===== config.mk =====
export PLATFORM = sky130hd
export DESIGN_NAME = tbp_hist
export DESIGN_NICKNAME = d
export VERILOG_FILES = /design/src/design/tbp_pkg.sv /design/src/design/tbp_hist.sv
export SDC_FILE = /design/constraint.sdc
export NUM_CORES = 1
export LEC_CHECK = 0
export BUFFER_PORTS_ARGS = -buffer_cell sky130_fd_sc_hd__clkbuf_2
export CAP_MARGIN = 20
export CORE_ASPECT_RATIO = 1.5
export CORE_MARGIN = 2
export CORE_UTILIZATION = 30
export CTS_BUF_LIST = sky130_fd_sc_hd__clkbuf_4 sky130_fd_sc_hd__clkbuf_8
export DETAILED_ROUTE_END_ITERATION = 10
export PLACE_DENSITY = 0.47
export RECOVER_POWER = 100
export SYNTH_ARGS = -nofsm -noshare
export SYNTH_HDL_FRONTEND = slang
export SYNTH_SLANG_ARGS = --single-unit

===== constraint.sdc =====
create_clock -name clock -period 1.35 [get_ports clock]
set_input_delay 0.0675 -clock clock [delete_from_list [all_inputs] [get_ports clock]]
set_output_delay 0.0675 -clock clock [all_outputs]
set_load 0.02 [all_outputs]

===== src/design/tbp_pkg.sv =====
`default_nettype none
package tbp_pkg;

   localparam int BASE_INDEX_BITS_DEF   = 12;
   localparam int TAGGED_INDEX_BITS_DEF = 10;
   localparam int TAG_BITS_DEF          = 8;

   localparam int NUM_BANKS  = 4;
   localparam int CTR_BITS   = 3;
   localparam int USE_BITS   = 2;
   localparam int PERIOD_W   = 25;
   localparam int COUNT_W    = 24;
   localparam int HIST_LO_W  = 64;
   localparam int HIST_HI_W  = 17;
   localparam int WFOLD_W    = 8;
   localparam int NFOLD_W    = 7;

   localparam logic [PERIOD_W-1:0] PERIOD_RESET = 25'd262144;
   localparam logic [PERIOD_W-1:0] PERIOD_CAP   = 25'd16777216;

   localparam logic signed [CTR_BITS-1:0] CTR_MAX       = 3'sd3;
   localparam logic signed [CTR_BITS-1:0] CTR_MIN       = -3'sd4;
   localparam logic signed [CTR_BITS-1:0] CTR_WEAK_TAKE = 3'sd0;
   localparam logic signed [CTR_BITS-1:0] CTR_WEAK_NOT  = -3'sd1;
   localparam logic [USE_BITS-1:0]        USE_MAX       = 2'd3;

   localparam logic OP_PREDICT = 1'b0;
   localparam logic OP_TRAIN   = 1'b1;

   typedef enum logic [1:0] {
      ST_CLEAR,
      ST_IDLE,
      ST_LOOKUP,
      ST_AGE
   } state_type;

   typedef struct packed {
      logic       prediction;
      logic [2:0] provider_bank;
   } lookup_type;

endpackage
`default_nettype wire


===== src/design/tbp_hist.sv =====
`default_nettype none
module tbp_hist #(
   parameter int TAGGED_INDEX_BITS = tbp_pkg::TAGGED_INDEX_BITS_DEF,
   parameter int TAG_BITS          = tbp_pkg::TAG_BITS_DEF
) (
   input  wire logic                                               clock,
   input  wire logic                                               reset,
   input  wire logic                                               shift_en,
   input  wire logic                                               taken,
   input  wire logic [31:0]                                        pc,
   output logic [tbp_pkg::NUM_BANKS-1:0][TAGGED_INDEX_BITS-1:0]    idx,
   output logic [tbp_pkg::NUM_BANKS-1:0][TAG_BITS-1:0]             tag
);
   import tbp_pkg::*;

   localparam int TIB = TAGGED_INDEX_BITS;

   logic [HIST_LO_W-1:0]                 hlow_ff,  hlow_in;
   logic [HIST_HI_W-1:0]                 hhigh_ff, hhigh_in;
   logic [NUM_BANKS-2:0][TIB-1:0]        ifold_ff, ifold_in;
   logic [NUM_BANKS-1:0][WFOLD_W-1:0]    wfold_ff, wfold_in;
   logic [NUM_BANKS-1:0][NFOLD_W-1:0]    nfold_ff, nfold_in;
   logic [NUM_BANKS-1:0]                 hl;
   logic [TIB-1:0]                       pcmix;
   logic [31:0]                          tmix [NUM_BANKS];

   // lookup side
   always_comb begin
      pcmix  = pc[TIB-1:0] ^ pc[2*TIB-1:TIB];
      idx[0] = pcmix ^ hlow_ff[TIB-1:0];
      for (int b = 1; b < NUM_BANKS; b++) begin
         idx[b] = pcmix ^ ifold_ff[b-1];
      end
      for (int b = 0; b < NUM_BANKS; b++) begin
         tmix[b] = pc ^ {24'b0, wfold_ff[b]} ^ {24'b0, nfold_ff[b], 1'b0};
         tag[b]  = tmix[b][TAG_BITS-1:0];
      end
   end

   // history shift; hl holds the new history's bits 10, 20, 40 and 80
   always_comb begin
      hlow_in  = {hlow_ff[HIST_LO_W-2:0], taken};
      hhigh_in = {hhigh_ff[HIST_HI_W-2:0], hlow_ff[HIST_LO_W-1]};
      hl[0] = hlow_ff[9];
      hl[1] = hlow_ff[19];
      hl[2] = hlow_ff[39];
      hl[3] = hhigh_ff[15];
      for (int b = 0; b < NUM_BANKS-1; b++) begin
         ifold_in[b] = {ifold_ff[b][TIB-2:0], taken ^ hl[b+1] ^ ifold_ff[b][TIB-1]};
      end
      for (int b = 0; b < NUM_BANKS; b++) begin
         wfold_in[b]    = {wfold_ff[b][6:0], taken ^ wfold_ff[b][7]};
         wfold_in[b][4] = hl[b] ^ wfold_ff[b][3];
         nfold_in[b]    = {nfold_ff[b][5:0], taken ^ nfold_ff[b][6]};
         nfold_in[b][4] = hl[b] ^ nfold_ff[b][3];
      end
   end

   always_ff @(posedge clock) begin
      if (reset) begin
         hlow_ff  <= '0;
         hhigh_ff <= '0;
         ifold_ff <= '0;
         wfold_ff <= '0;
         nfold_ff <= '0;
      end else if (shift_en) begin
         hlow_ff  <= hlow_in;
         hhigh_ff <= hhigh_in;
         ifold_ff <= ifold_in;
         wfold_ff <= wfold_in;
         nfold_ff <= nfold_in;
      end
   end

endmodule
`default_nettype wire


# After elaboration in Yosys (flattened, before gate mapping)
# Cells that the tools add are included.
# totals
register_bits	170
inputBits	36
wordCells	48
# op_classes
bitwise_logic	35
# ops
op	n
XOR 8 bit	8
XOR 10 bit	5
XOR 1 bit	22

# Logic depth before layout (Yosys ltp)
# logic_depth
ltp_word	2
ltp_mapped	5

# Least setup slack after synthesis
# No wires, ideal clock.
# synth_path
path_kind	register -> register
from	register hlow_ff[19]
to	register ifold_ff[0] (netlist name)
stages_incl_launch_ff	5
t_required_ps	1222
arrival_time_ps	916
slack_ps	306
period_less_slack_ps	1044
path_buffers	1
path_cell_list	dfxtp_1 -> buf_2 -> xor3_1 -> mux2i_1 -> nor2_1
# synth_via
elab_chain_len	2
# synth_rtl
element	line_no	text
from (decl)	tbp_hist.sv:18	logic [HIST_LO_W-1:0] hlow_ff, hlow_in;
from (signal assigned)	tbp_hist.sv:67	hlow_ff <= hlow_in;
XOR 1 bit (2 in a row)	tbp_hist.sv:49	ifold_in[b] = {ifold_ff[b][TIB-2:0], taken ^ hl[b+1] ^ ifold_ff[b][TIB-1]};
to (signal assigned)	tbp_hist.sv:69	ifold_ff <= ifold_in;
to (decl)	tbp_hist.sv:20	logic [NUM_BANKS-2:0][TIB-1:0] ifold_ff, ifold_in;
# Every way passes these cells.
# A chain may end at the register's enable or synchronous reset.

==> flow_metrics.env <==
export IMPL_min_from="shift_en"
export IMPL_total_power_mw=10.7
export IMPL_final_core_util=0.380
export IMPL_cts_htree_levels=4
export IMPL_area_growth_pct=25.2
export IMPL_reg2reg_from="hhigh_ff[15]$_SDFFE_PP0P_"
export IMPL_ioPinCount=108
export IMPL_place_hpwl_microns=10900
export IMPL_synth_cell_type_count=14
export IMPL_slowest_stage="dfxtp_4"
export IMPL_grt_ovfl_total=0
export IMPL_crit_start="wfold_ff[28]$_SDFFE_PP0P_"
export IMPL_yosysWarnings=0
export IMPL_fp_row_count=70
export IMPL_grt_pass1_vias=4734
export IMPL_initial_core_util=0.303
export IMPL_io_buffer_count=95
export IMPL_gp_congestion=0.729
export IMPL_p_int_mw=7.59
export IMPL_clockBufferDepth=2
export IMPL_grt_pass1_wl_microns=25300
export IMPL_layout_common_cells="170 x nor2_1, 154 x mux2i_1, 134 x dfxtp_1"
export IMPL_final_period_utilization=1.03
export IMPL_yosysSeqAreaShare=0.464
export IMPL_setup_violations=10
export IMPL_tightest_slew_ns=0.536
export IMPL_switching_power_mw=3.14
export IMPL_drc=0
export IMPL_vdd_ir_drop_worst_uv=526
export IMPL_via_per_inst=4.25
export IMPL_failed_checks="setup timing"
export IMPL_finalMaxSlewViolations=0
export IMPL_cp_arrival_ns=1.33
export IMPL_crit_type="reg2out"
export IMPL_fp_dieW_microns=132
export IMPL_combPwrFrac=0.162
export IMPL_setup_tns_ns=-0.259
export IMPL_dr_first_iter_drc_count=178
export IMPL_hold_violations=0
export IMPL_grt_setup_unrepaired="yes"
export IMPL_min_to="hlow_ff[1]$_SDFFE_PP0P_"
export IMPL_placed_cells=1083
export IMPL_ys_ff_latch=170
export IMPL_clock_sinks=170
export IMPL_multiInputGateArea_sq_um=3880
export IMPL_clk_pin_slew_ns=0.11
export IMPL_post_drt_wl_per_cell_microns=13.8
export IMPL_cp_end_kind="output port"
export IMPL_avgSynthCellArea_sq_um=10.6
export IMPL_cts_root_buf="clkbuf_8"
export IMPL_synth_area_leaders="dfxtp_1 46%, mux2i_1 21%, xnor2_1 14%"
export IMPL_p_clk_frac=0.358
export IMPL_synthesis_area_sq_um=7340
export IMPL_r2r_slack_ns=0.20
export IMPL_cts_buffers=17
export IMPL_ant_nets=0
export IMPL_track_usage=0.125
export IMPL_fill_cells=2496
export IMPL_fin_worst_skew_ns=0.0138
export IMPL_insertedDiodeCount=0
export IMPL_layout_drive_gt1_share=0.316
export IMPL_syn_nets=727
export IMPL_die_area_sq_um=25700
export IMPL_yosysTopAreaCellShare=0.464
export IMPL_antenna_found_initial=0
export IMPL_crit_chain="xnor2_4 > xnor2_2 > buf_4"
export IMPL_syn_inst=691
export IMPL_dpl_cell_area_sq_um=8160
export IMPL_rr_worst_depth=3
export IMPL_pre_cts_ws_ns=0.183
export IMPL_clk_latency_ns=0.46
export IMPL_num_nets_final=834
export IMPL_whs_path_depth=3
export IMPL_run_status="finished, violations left"
export IMPL_worst_slack_ns=-0.0471
export IMPL_powerDensity_nw_per_um2=1170
export IMPL_stdcell_count=1135
export IMPL_vias=4828
export IMPL_final_common_cell="nor2_1"
export IMPL_core_area_sq_um=24200
export IMPL_switching_share=0.292
export IMPL_power_frac_seq=0.480
export IMPL_final_area_sq_um=9190
export IMPL_layout_min_cycle_time_ns=1.40
export IMPL_cap_violations=0
export IMPL_sequential_cell_area_sq_um=3470
export IMPL_drt_pass1_iter_count=4
export IMPL_die_y_microns=196
export IMPL_slew_limit_headroom=0.643
export IMPL_required_ns=1.28
export IMPL_cts_tree="yes"
export IMPL_leakage_nw=3.94
export IMPL_r2r_end="ifold_ff[20]$_SDFFE_PP0P_"
export IMPL_critPathMaxStageDelay_ns=0.38
export IMPL_grt_max_degree=66
export IMPL_cp_max_fo=3
export IMPL_min_path_type="in2reg"
export IMPL_yosys_area_top_type="dfxtp_1"
export IMPL_postRouteWirelength_microns=15700
export IMPL_whs_ns=0.0600
export IMPL_startpoint_type="register"
export IMPL_clock_fmax_ghz=0.716
-- how the worst max path moves through the flow --
stage,endpoint,slack (ns),cells after the start
3_5_place_dp,idx[5],0.18,4
2_1_floorplan,ifold_ff[0]$_SDFFE_PP0P_,0.31,4
4_1_cts,tag[7],-0.16,3
3_3_place_gp,idx[5],0.20,4
6_report,tag[28],-0.05,3
5_1_grt,tag[15],-0.13,3
-- metal layers --
metal / GRT usage / up-vias / share of wire
li1: - / 2473 / -
met1: 0.155 / 2254 / 0.45
met2: 0.212 / 90 / 0.50
met3: 0.0317 / 11 / 0.037
met4: 0.0399 / 0 / 0.011
met5: 0 / - / 0
-- cells in the mapped netlist, drive strengths merged --
library cell / n
dfxtp: 170
nor2: 170
mux2i: 154
a211oi: 16
xor3: 3
clkbuf: 15
xor2: 4
xnor2: 122
buf: 37
-- cells by family (layout without fill, tap and decap cells) --
group	count (synthesis)	in the layout	synth area share
DFF	170	170	0.464
AOI/OAI and AO/OA	16	16	0.0164
and+or+nand+nor	170	170	0.0870
buffers and inverters	52	172	0.0542
xor gates and xnor gates	129	129	0.168
muxes	154	154	0.210
-- final cells by class --
| type | count | share of cell area |
|---|---|---|
| Timing Repair Buffer | 140 | 0.110 |
| Sequential cell | 170 | 0.378 |
| Clock buffer | 17 | 0.0255 |
| Clock inverter | 15 | 0.0207 |
| Tap cell | 324 | 0.0441 |
| Multi-Input combinational cell | 469 | 0.422 |
-- power groups by stage --
stage | sequential (mW) | combinational [mW] | clock [mW]
final | 5.15 | 1.74 | 3.84
after global routing | 5.16 | 1.86 | 4.26
after detailed placement | 5.28 | 1.60 | 0
after global placement | 5.28 | 1.60 | 0
after floorplan | 5.25 | 1.13 | 0
after CTS | 5.15 | 1.72 | 4.02
-- registers in the layout (all words and copies together) (netlist names) --
name      cells
hhigh_ff     16
wfold_ff     32
ifold_ff     30
nfold_ff     28
hlow_ff      64
-- worst max-delay path: cells and delay by family, from the launching register on --
family                 cells  cell delay [ns]
XOR/XNOR                   2             0.32
buffers and inverters      1             0.17
flip-flops                 1             0.38
-- repair_timing --
item,in CTS,in global routing
hold endpoints to repair,15,0
setup buffers,16,3
hold buffers,1,0
endpoints found under the setup margin,31,42
gates resized for setup,87,73
pin swaps,29,25
(Power assumes the default switching activity.)
