`src/design/tbp_pkg.sv`:
```
`default_nettype none
package tbp_pkg;

   localparam int BASE_INDEX_BITS_DEF   = 12;
   localparam int TAGGED_INDEX_BITS_DEF = 10;
   localparam int TAG_BITS_DEF          = 8;

   localparam int NUM_BANKS  = 4;
   localparam int CTR_BITS   = 3;
   localparam int USE_BITS   = 2;
   localparam int PERIOD_W   = 25;
   localparam int COUNT_W    = 24;
   localparam int HIST_LO_W  = 64;
   localparam int HIST_HI_W  = 17;
   localparam int WFOLD_W    = 8;
   localparam int NFOLD_W    = 7;

   localparam logic [PERIOD_W-1:0] PERIOD_RESET = 25'd262144;
   localparam logic [PERIOD_W-1:0] PERIOD_CAP   = 25'd16777216;

   localparam logic signed [CTR_BITS-1:0] CTR_MAX       = 3'sd3;
   localparam logic signed [CTR_BITS-1:0] CTR_MIN       = -3'sd4;
   localparam logic signed [CTR_BITS-1:0] CTR_WEAK_TAKE = 3'sd0;
   localparam logic signed [CTR_BITS-1:0] CTR_WEAK_NOT  = -3'sd1;
   localparam logic [USE_BITS-1:0]        USE_MAX       = 2'd3;

   localparam logic OP_PREDICT = 1'b0;
   localparam logic OP_TRAIN   = 1'b1;

   typedef enum logic [1:0] {
      ST_CLEAR,
      ST_IDLE,
      ST_LOOKUP,
      ST_AGE
   } state_type;

   typedef struct packed {
      logic       prediction;
      logic [2:0] provider_bank;
   } lookup_type;

endpackage
`default_nettype wire

```
`src/design/tbp_update.sv`:
```
`default_nettype none
module tbp_update #(
   parameter int TAG_BITS = tbp_pkg::TAG_BITS_DEF
) (
   input  wire logic [tbp_pkg::CTR_BITS-1:0]                        base_rd,
   input  wire logic [tbp_pkg::NUM_BANKS-1:0][TAG_BITS+4:0]         bank_rd,
   input  wire logic [tbp_pkg::NUM_BANKS-1:0][TAG_BITS-1:0]         tag,
   input  wire logic                                                outcome,
   input  wire logic [1:0]                                          pick,
   output tbp_pkg::lookup_type                                      res,
   output logic      [tbp_pkg::CTR_BITS-1:0]                        base_wr,
   output logic      [tbp_pkg::NUM_BANKS-1:0][TAG_BITS+4:0]         bank_wr
);
   import tbp_pkg::*;

   // entry: {ctr, useful, tag}
   localparam int EW = TAG_BITS + 5;

   logic signed [CTR_BITS-1:0] ctr  [NUM_BANKS];
   logic signed [CTR_BITS-1:0] nctr [NUM_BANKS];
   logic [USE_BITS-1:0]        u    [NUM_BANKS];
   logic [USE_BITS-1:0]        nu   [NUM_BANKS];
   logic [TAG_BITS-1:0]        ntag [NUM_BANKS];
   logic signed [CTR_BITS-1:0] bctr, nbctr, pctr, actr;
   logic [2:0]                 prov, alt;
   logic                       pred, altpred, move_alt, pmove, amove, mispred;
   logic                       has_first, has_second;
   logic [1:0]                 first, second, pickb;
   logic [USE_BITS-1:0]        pu;

   always_comb begin
      bctr = base_rd;
      prov = 3'd0;
      alt  = 3'd0;
      for (int b = 0; b < NUM_BANKS; b++) begin
         ctr[b]  = bank_rd[b][EW-1 -: CTR_BITS];
         u[b]    = bank_rd[b][TAG_BITS+1:TAG_BITS];
         nctr[b] = ctr[b];
         nu[b]   = u[b];
         ntag[b] = bank_rd[b][TAG_BITS-1:0];
         if (bank_rd[b][TAG_BITS-1:0] == tag[b]) begin
            alt  = prov;
            prov = 3'(b + 1);
         end
      end
      nbctr = bctr;

      pctr = bctr;
      actr = bctr;
      pu   = '0;
      for (int b = 0; b < NUM_BANKS; b++) begin
         if (prov == 3'(b + 1)) begin
            pctr = ctr[b];
            pu   = u[b];
         end
         if (alt == 3'(b + 1)) begin
            actr = ctr[b];
         end
      end
      pred    = (pctr >= 0);
      altpred = (actr >= 0);
      res.prediction    = pred;
      res.provider_bank = prov;

      // counter update of provider and, when it is not yet useful, alternate
      move_alt = (prov != 3'd0) && (pu == '0);
      pmove    = outcome ? (pctr != CTR_MAX) : (pctr != CTR_MIN);
      amove    = pmove && move_alt && (outcome ? (actr != CTR_MAX) : (actr != CTR_MIN));
      if (pmove) begin
         if (prov == 3'd0) begin
            nbctr = outcome ? bctr + 3'sd1 : bctr - 3'sd1;
         end
         for (int b = 0; b < NUM_BANKS; b++) begin
            if (prov == 3'(b + 1)) begin
               nctr[b] = outcome ? ctr[b] + 3'sd1 : ctr[b] - 3'sd1;
            end
         end
      end
      if (amove) begin
         if (alt == 3'd0) begin
            nbctr = outcome ? bctr + 3'sd1 : bctr - 3'sd1;
         end
         for (int b = 0; b < NUM_BANKS; b++) begin
            if (alt == 3'(b + 1)) begin
               nctr[b] = outcome ? ctr[b] + 3'sd1 : ctr[b] - 3'sd1;
            end
         end
      end

      // allocation above the provider on a miss
      mispred    = (pred != outcome) && (prov < 3'(NUM_BANKS));
      has_first  = 1'b0;
      has_second = 1'b0;
      first      = '0;
      second     = '0;
      for (int b = 0; b < NUM_BANKS; b++) begin
         if ((3'(b) >= prov) && (u[b] == '0)) begin
            if (!has_first) begin
               has_first = 1'b1;
               first     = 2'(b);
            end else if (!has_second) begin
               has_second = 1'b1;
               second     = 2'(b);
            end
         end
      end
      pickb = (has_second && pick >= 2'd2) ? second : first;
      if (mispred) begin
         for (int b = 0; b < NUM_BANKS; b++) begin
            if (!has_first) begin
               if ((3'(b) >= prov) && (u[b] != '0)) begin
                  nu[b] = u[b] - 2'd1;
               end
            end else if (pickb == 2'(b)) begin
               ntag[b] = tag[b];
               nctr[b] = outcome ? CTR_WEAK_TAKE : CTR_WEAK_NOT;
               nu[b]   = '0;
            end
         end
      end

      // usefulness duel between provider and alternate
      if ((prov != 3'd0) && (altpred != pred)) begin
         for (int b = 0; b < NUM_BANKS; b++) begin
            if (prov == 3'(b + 1)) begin
               if (pred == outcome) begin
                  if (u[b] != USE_MAX) nu[b] = u[b] + 2'd1;
               end else begin
                  if (u[b] != '0) nu[b] = u[b] - 2'd1;
               end
            end
         end
      end

      base_wr = nbctr;
      for (int b = 0; b < NUM_BANKS; b++) begin
         bank_wr[b] = {nctr[b], nu[b], ntag[b]};
      end
   end

endmodule
`default_nettype wire

```
`config.mk`:
```
export PLATFORM = sky130hd
export DESIGN_NAME = tbp_update
export DESIGN_NICKNAME = d
export VERILOG_FILES = /design/src/design/tbp_pkg.sv /design/src/design/tbp_update.sv
export SDC_FILE = /design/constraint.sdc
export NUM_CORES = 1
export LEC_CHECK = 0
export BUFFER_PORTS_ARGS = -buffer_cell sky130_fd_sc_hd__buf_2
export CAP_MARGIN = 5
export CORE_ASPECT_RATIO = 0.5
export CORE_MARGIN = 2
export CORE_UTILIZATION = 51
export DETAILED_ROUTE_END_ITERATION = 8
export PLACE_DENSITY_LB_ADDON = 0.08
export SETUP_SLACK_MARGIN = 0.4
export SYNTH_ARGS = -nofsm -noshare
export SYNTH_HDL_FRONTEND = slang
export SYNTH_SLANG_ARGS = --single-unit
```
`constraint.sdc`:
```
create_clock -name vclk -period 11.4
set_clock_uncertainty 0.15 [all_clocks]
set_input_delay 0.57 -clock vclk [all_inputs]
set_output_delay 0.57 -clock vclk [all_outputs]
set_load 0.05 [all_outputs]
```
# --- Word level (Yosys, flattened, before mapping) ---
# Index checks and enable logic that the tools add are counted.
# W data, S select, Z words.
totals:
  out_inout_bits: 59
  ramBits: 0
  memories: 0
  rom_bits: 0
  register_bits: 0
  wordCells: 193
  in_bits: 90
  latchBits: 0
op_classes:
  order_cmp: 8
  reduce_logical: 27
  shifts: 0
  div: 0
  n_bitwise: 0
  eq_ne: 26
  n_mux: 114
  n_mul: 0
  addsub: 18
op_table:
  columns: ["operator", "count"]
  rows:
  - ["$mux W3", 40]
  - ["$mux W2", 43]
  - ["$mux W8", 10]
  - ["$mux W12", 3]
  - ["$eq A8 B8 Y1", 4]
  - ["$mux W32", 1]
  - ["$mux W1", 17]
  - ["$add A3 B2 Y3 const B", 5]
  - ["$sub A3 B2 Y3 const B", 5]
  - ["$logic_and A1 B1 Y1", 14]
  - ["$eq A3 B2 Y1 const B", 4]
  - ["$logic_not A2 Y1", 6]
  - ["$ne A3 B3 Y1 const B", 4]
  - ["$add A2 B1 Y2 const B", 4]
  - ["$ne A2 B2 Y1 const B", 4]
  - ["$reduce_bool A2 Y1", 4]
  - ["$sub A2 B1 Y2 const B", 4]
  - ["$eq A3 B1 Y1 const B", 2]
  - ["$eq A3 B3 Y1 const B", 2]
  - ["$ge A1 B3 Y1 const A", 2]
  - ["$ge A2 B3 Y1 const A", 2]
  - ["$ge A3 B1 Y1 const B", 2]
  - ["$logic_not A3 Y1", 2]
  - ["$eq A2 B2 Y1 const B", 2]
  - ["other kinds (6)", 7]

# --- Logic depth before layout (Yosys ltp) ---
depth:
  depth_word: 25
  mapped_depth: 20
  mapped_depth_nobuf: 15

# --- Least setup slack after synthesis ---
# Ideal clock, no wire load.
synth_path:
  path_type: "input port to output port"
  start: "input port tag[26] in the netlist's numbering"
  end: "output port bank_wr[38] in the netlist's numbering"
  stages: 19
  path_slack_ns: 5.997
  t_required_ns: 10.680
  n_path_buf: 5
  arrival_ns: 4.683
  path_cell_list: "xnor2_1 nand4_1 or2_2 buf_6 and3_1 buf_2 and2_1 inv_1 ha_1 clkbuf_1 nand2_1 a21boi_0 o311a_1 o211ai_1 or2_2 clkbuf_1 buf_2 a21oi_1 a211oi_1"
synth_lines:
  columns: ["element", "line_no", "source"]
  rows:
  - ["start, declared", "tbp_update.sv:7", "input wire logic [tbp_pkg::NUM_BANKS-1:0][TAG_BITS-1:0] tag,"]
  - ["end, declared", "tbp_update.sv:12", "output logic [tbp_pkg::NUM_BANKS-1:0][TAG_BITS+4:0] bank_wr"]

==> results.py <==
metrics = {
    "run_status": {
        "outcome": "complete, no violations",
    },
    "sta": {
        "fmax_ghz": 0.176,
        "holdWs_ns": 1.36,
        "period_needed_ns": 5.68,
        "hold_violations": 0,
        "drv_slew": 0,
        "setup_violations": 0,
        "finalSetupTns_ns": 0,
        "slew_headroom_pct": 29.9,
        "tightestPinTransition_ns": 1.04,
        "fin_crit_sh_pct": 49.8,
        "rsz0062_at_grt": "no",
    },
    "power_and_ir_drop": {
        "comb_power_share_pct": 100.0,
        "peakVddDrop_v": 0.0000417,
        "power_leakage_nw": 1.60,
        "power_density_nw_per_um2": 63.1,
        "p_sw_share_pct": 68.0,
        "p_sw_mw": 0.144,
        "pwr-share-clk_pct": 0,
        "seq_power_share_pct": 0,
        "p_int_mw": 0.0679,
    },
    "detailed_routing": {
        "drtPass1Iterations": 5,
        "drt_iter0_drc": 173,
        "drc": 0,
        "detail-route-antenna-nets": 0,
        "routed_wl_um": 7830,
        "num_vias": 3235,
        "via_per_inst": 5.75,
        "wl_per_cell_um": 13.9,
    },
    "clock_tree": {
        "cts_setup_buffers": 0,
        "cts-resized-gates": 0,
        "hold_buffers": 0,
    },
    "die": {
        "die_h_um": 54.7,
        "start_util_pct": 53.1,
        "die_area_um2": 5760,
        "dieWidth_um": 105,
        "rows": 18,
        "coreArea_um2": 4930,
        "pin_count": 149,
    },
    "yosys": {
        "muxShareOfSynthArea_pct": 19.2,
        "synth_most_common_cell": "a21oi_1",
        "ys_types": 55,
        "synth_commonest_cells": "33 x a21oi_1, 31 x nand2_1, 30 x mux2_2, 27 x nor2_1",
        "syn_area_um2": 2620,
        "syn_inst": 362,
        "yosys.area_share.adder_pct": 10.0,
        "synth_seq_area_share_pct": 0,
        "synth_compound_area_share_pct": 24.9,
        "synth_top_area_share_pct": 12.9,
        "synth_top_family_by_area": "compound AO/OA/AOI/OAI gates",
        "synthXorXnorAreaFrac_pct": 14.0,
        "yosys.area_share.simple_pct": 24.8,
        "postSynthAreaPerCell_um2": 7.24,
        "synthTopCellsByArea": "mux2_2 13%, xnor2_1 7.7%, xor2_1 6.4%",
        "synth_area_leader_cell": "mux2_2",
        "yosysWarnings": 0,
        "syn_nets": 470,
    },
    "hold_path": {
        "hold_class": "primary input to primary output",
    },
    "setup_path": {
        "critPathKind": "primary input to primary output",
        "start_kind": "primary input",
        "endpoint_kind": "primary output",
        "required_ns": 10.68,
        "cp_max_fo": 28,
        "arrival_ns": 4.96,
    },
    "global_route": {
        "grt_pass1_wl_um": 12100,
        "first_global_vias": 2653,
        "grt_usage_pct": 25.3,
        "grt-busiest-layer": "met2",
        "use_met3_pct": 3.93,
        "grtUsageMet1_pct": 34.0,
        "antenna_found_initial": 0,
        "met2_usage_pct": 45.2,
        "grt_max_degree": 29,
        "grt_overflow": 0,
    },
    "finish": {
        "diodes": 0,
        "areaGrowthSynthToFinish_pct": 28.5,
        "nFlopsAndLatches": 0,
        "drive_gt1_share_pct": 40.0,
        "seq_area_um2": 0,
        "nClkBuffers": 0,
        "instances_no_fill": 563,
        "fin_nets": 603,
    },
    "run": {
        "maxCapViolCount": 0,
    },
    "place": {
        "port_buffers": 148,
        "place_congestion": 0.888,
        "hpwl_um": 6610,
        "placedCellCount": 563,
    },
}
power by group through the flow:
stage / logic, mW / clock network, mW / registers, mW
4_1_cts: 0.213 / 0 / 0
3_3_place_gp: 0.210 / 0 / 0
6_report: 0.212 / 0 / 0
5_1_grt: 0.228 / 0 / 0
3_5_place_dp: 0.212 / 0 / 0
2_1_floorplan: 0.158 / 0 / 0
final cells by class:
type | count | area [µm²]
timing repair buffer | 149 | 748
inverter | 23 | 86.3
tap | 70 | 87.6
multi-input combinational | 321 | 2440
fill | 464 | 1570
routing by layer:
| metal | part of all wire, % | wire length, µm |
|---|---|---|
| met1 | 44 | 3440 |
| met2 | 46 | 3610 |
| met3 | 10 | 782 |
| met4 | 0 | 0 |
| met5 | 0 | 0 |
metrics by stage:
step           setup WS, ns  area, µm²  utilization (%)  power, mW
2_1_floorplan          6.00       2620                -      0.158
3_3_place_gp           5.74       3370             68.2      0.210
3_5_place_dp           5.73       3370             68.2      0.212
4_1_cts                5.73       3370             68.2      0.213
5_1_grt                5.39       3370             68.2      0.228
6_report               5.72       3370             68.2      0.212
worst max-delay path, stage by stage:
cell      delay (ns)
buf_2           0.11
xnor2_1         0.11
nand4_1         0.11
or2_2           0.47
and3_1          0.48
and2_1          0.29
inv_1           0.09
ha_1            0.31
or3_1           0.39
a21oi_1         0.12
nor3_1          0.07
or4_4           0.52
nor3b_4         0.64
nor2_1          0.11
o211ai_1        0.19
o211ai_1        0.11
buf_2           0.23
logic make-up (layout without fill, tap and decap cells):
group / after synthesis / after routing
AND/OR/NAND/NOR: 119 / 119
AO/OA/AOI/OAI: 96 / 96
multiplexers: 46 / 46
XOR/XNOR: 42 / 42
buffers and inverters: 41 / 172
adder cells (fa/ha/maj): 18 / 18
layout by cell type, fill, tap and decap left out, types with 11 or more instances in the layout:
cell,netlist,final
buf_2,5,148
a21oi_1,33,33
nand2_1,31,31
mux2_2,30,30
nor2_1,27,27
xnor2_1,23,23
inv_1,23,23
xor2_1,19,19
o21ai_0,13,13
ha_1,13,13
mux2i_1,11,11
final timing paths:
kind / from / end / depth (start not counted)
max: tag[27] / bank_wr[25] / 17
min: bank_rd[21] / bank_wr[21] / 3
No activity file was read; power rests on OpenSTA's default activity.
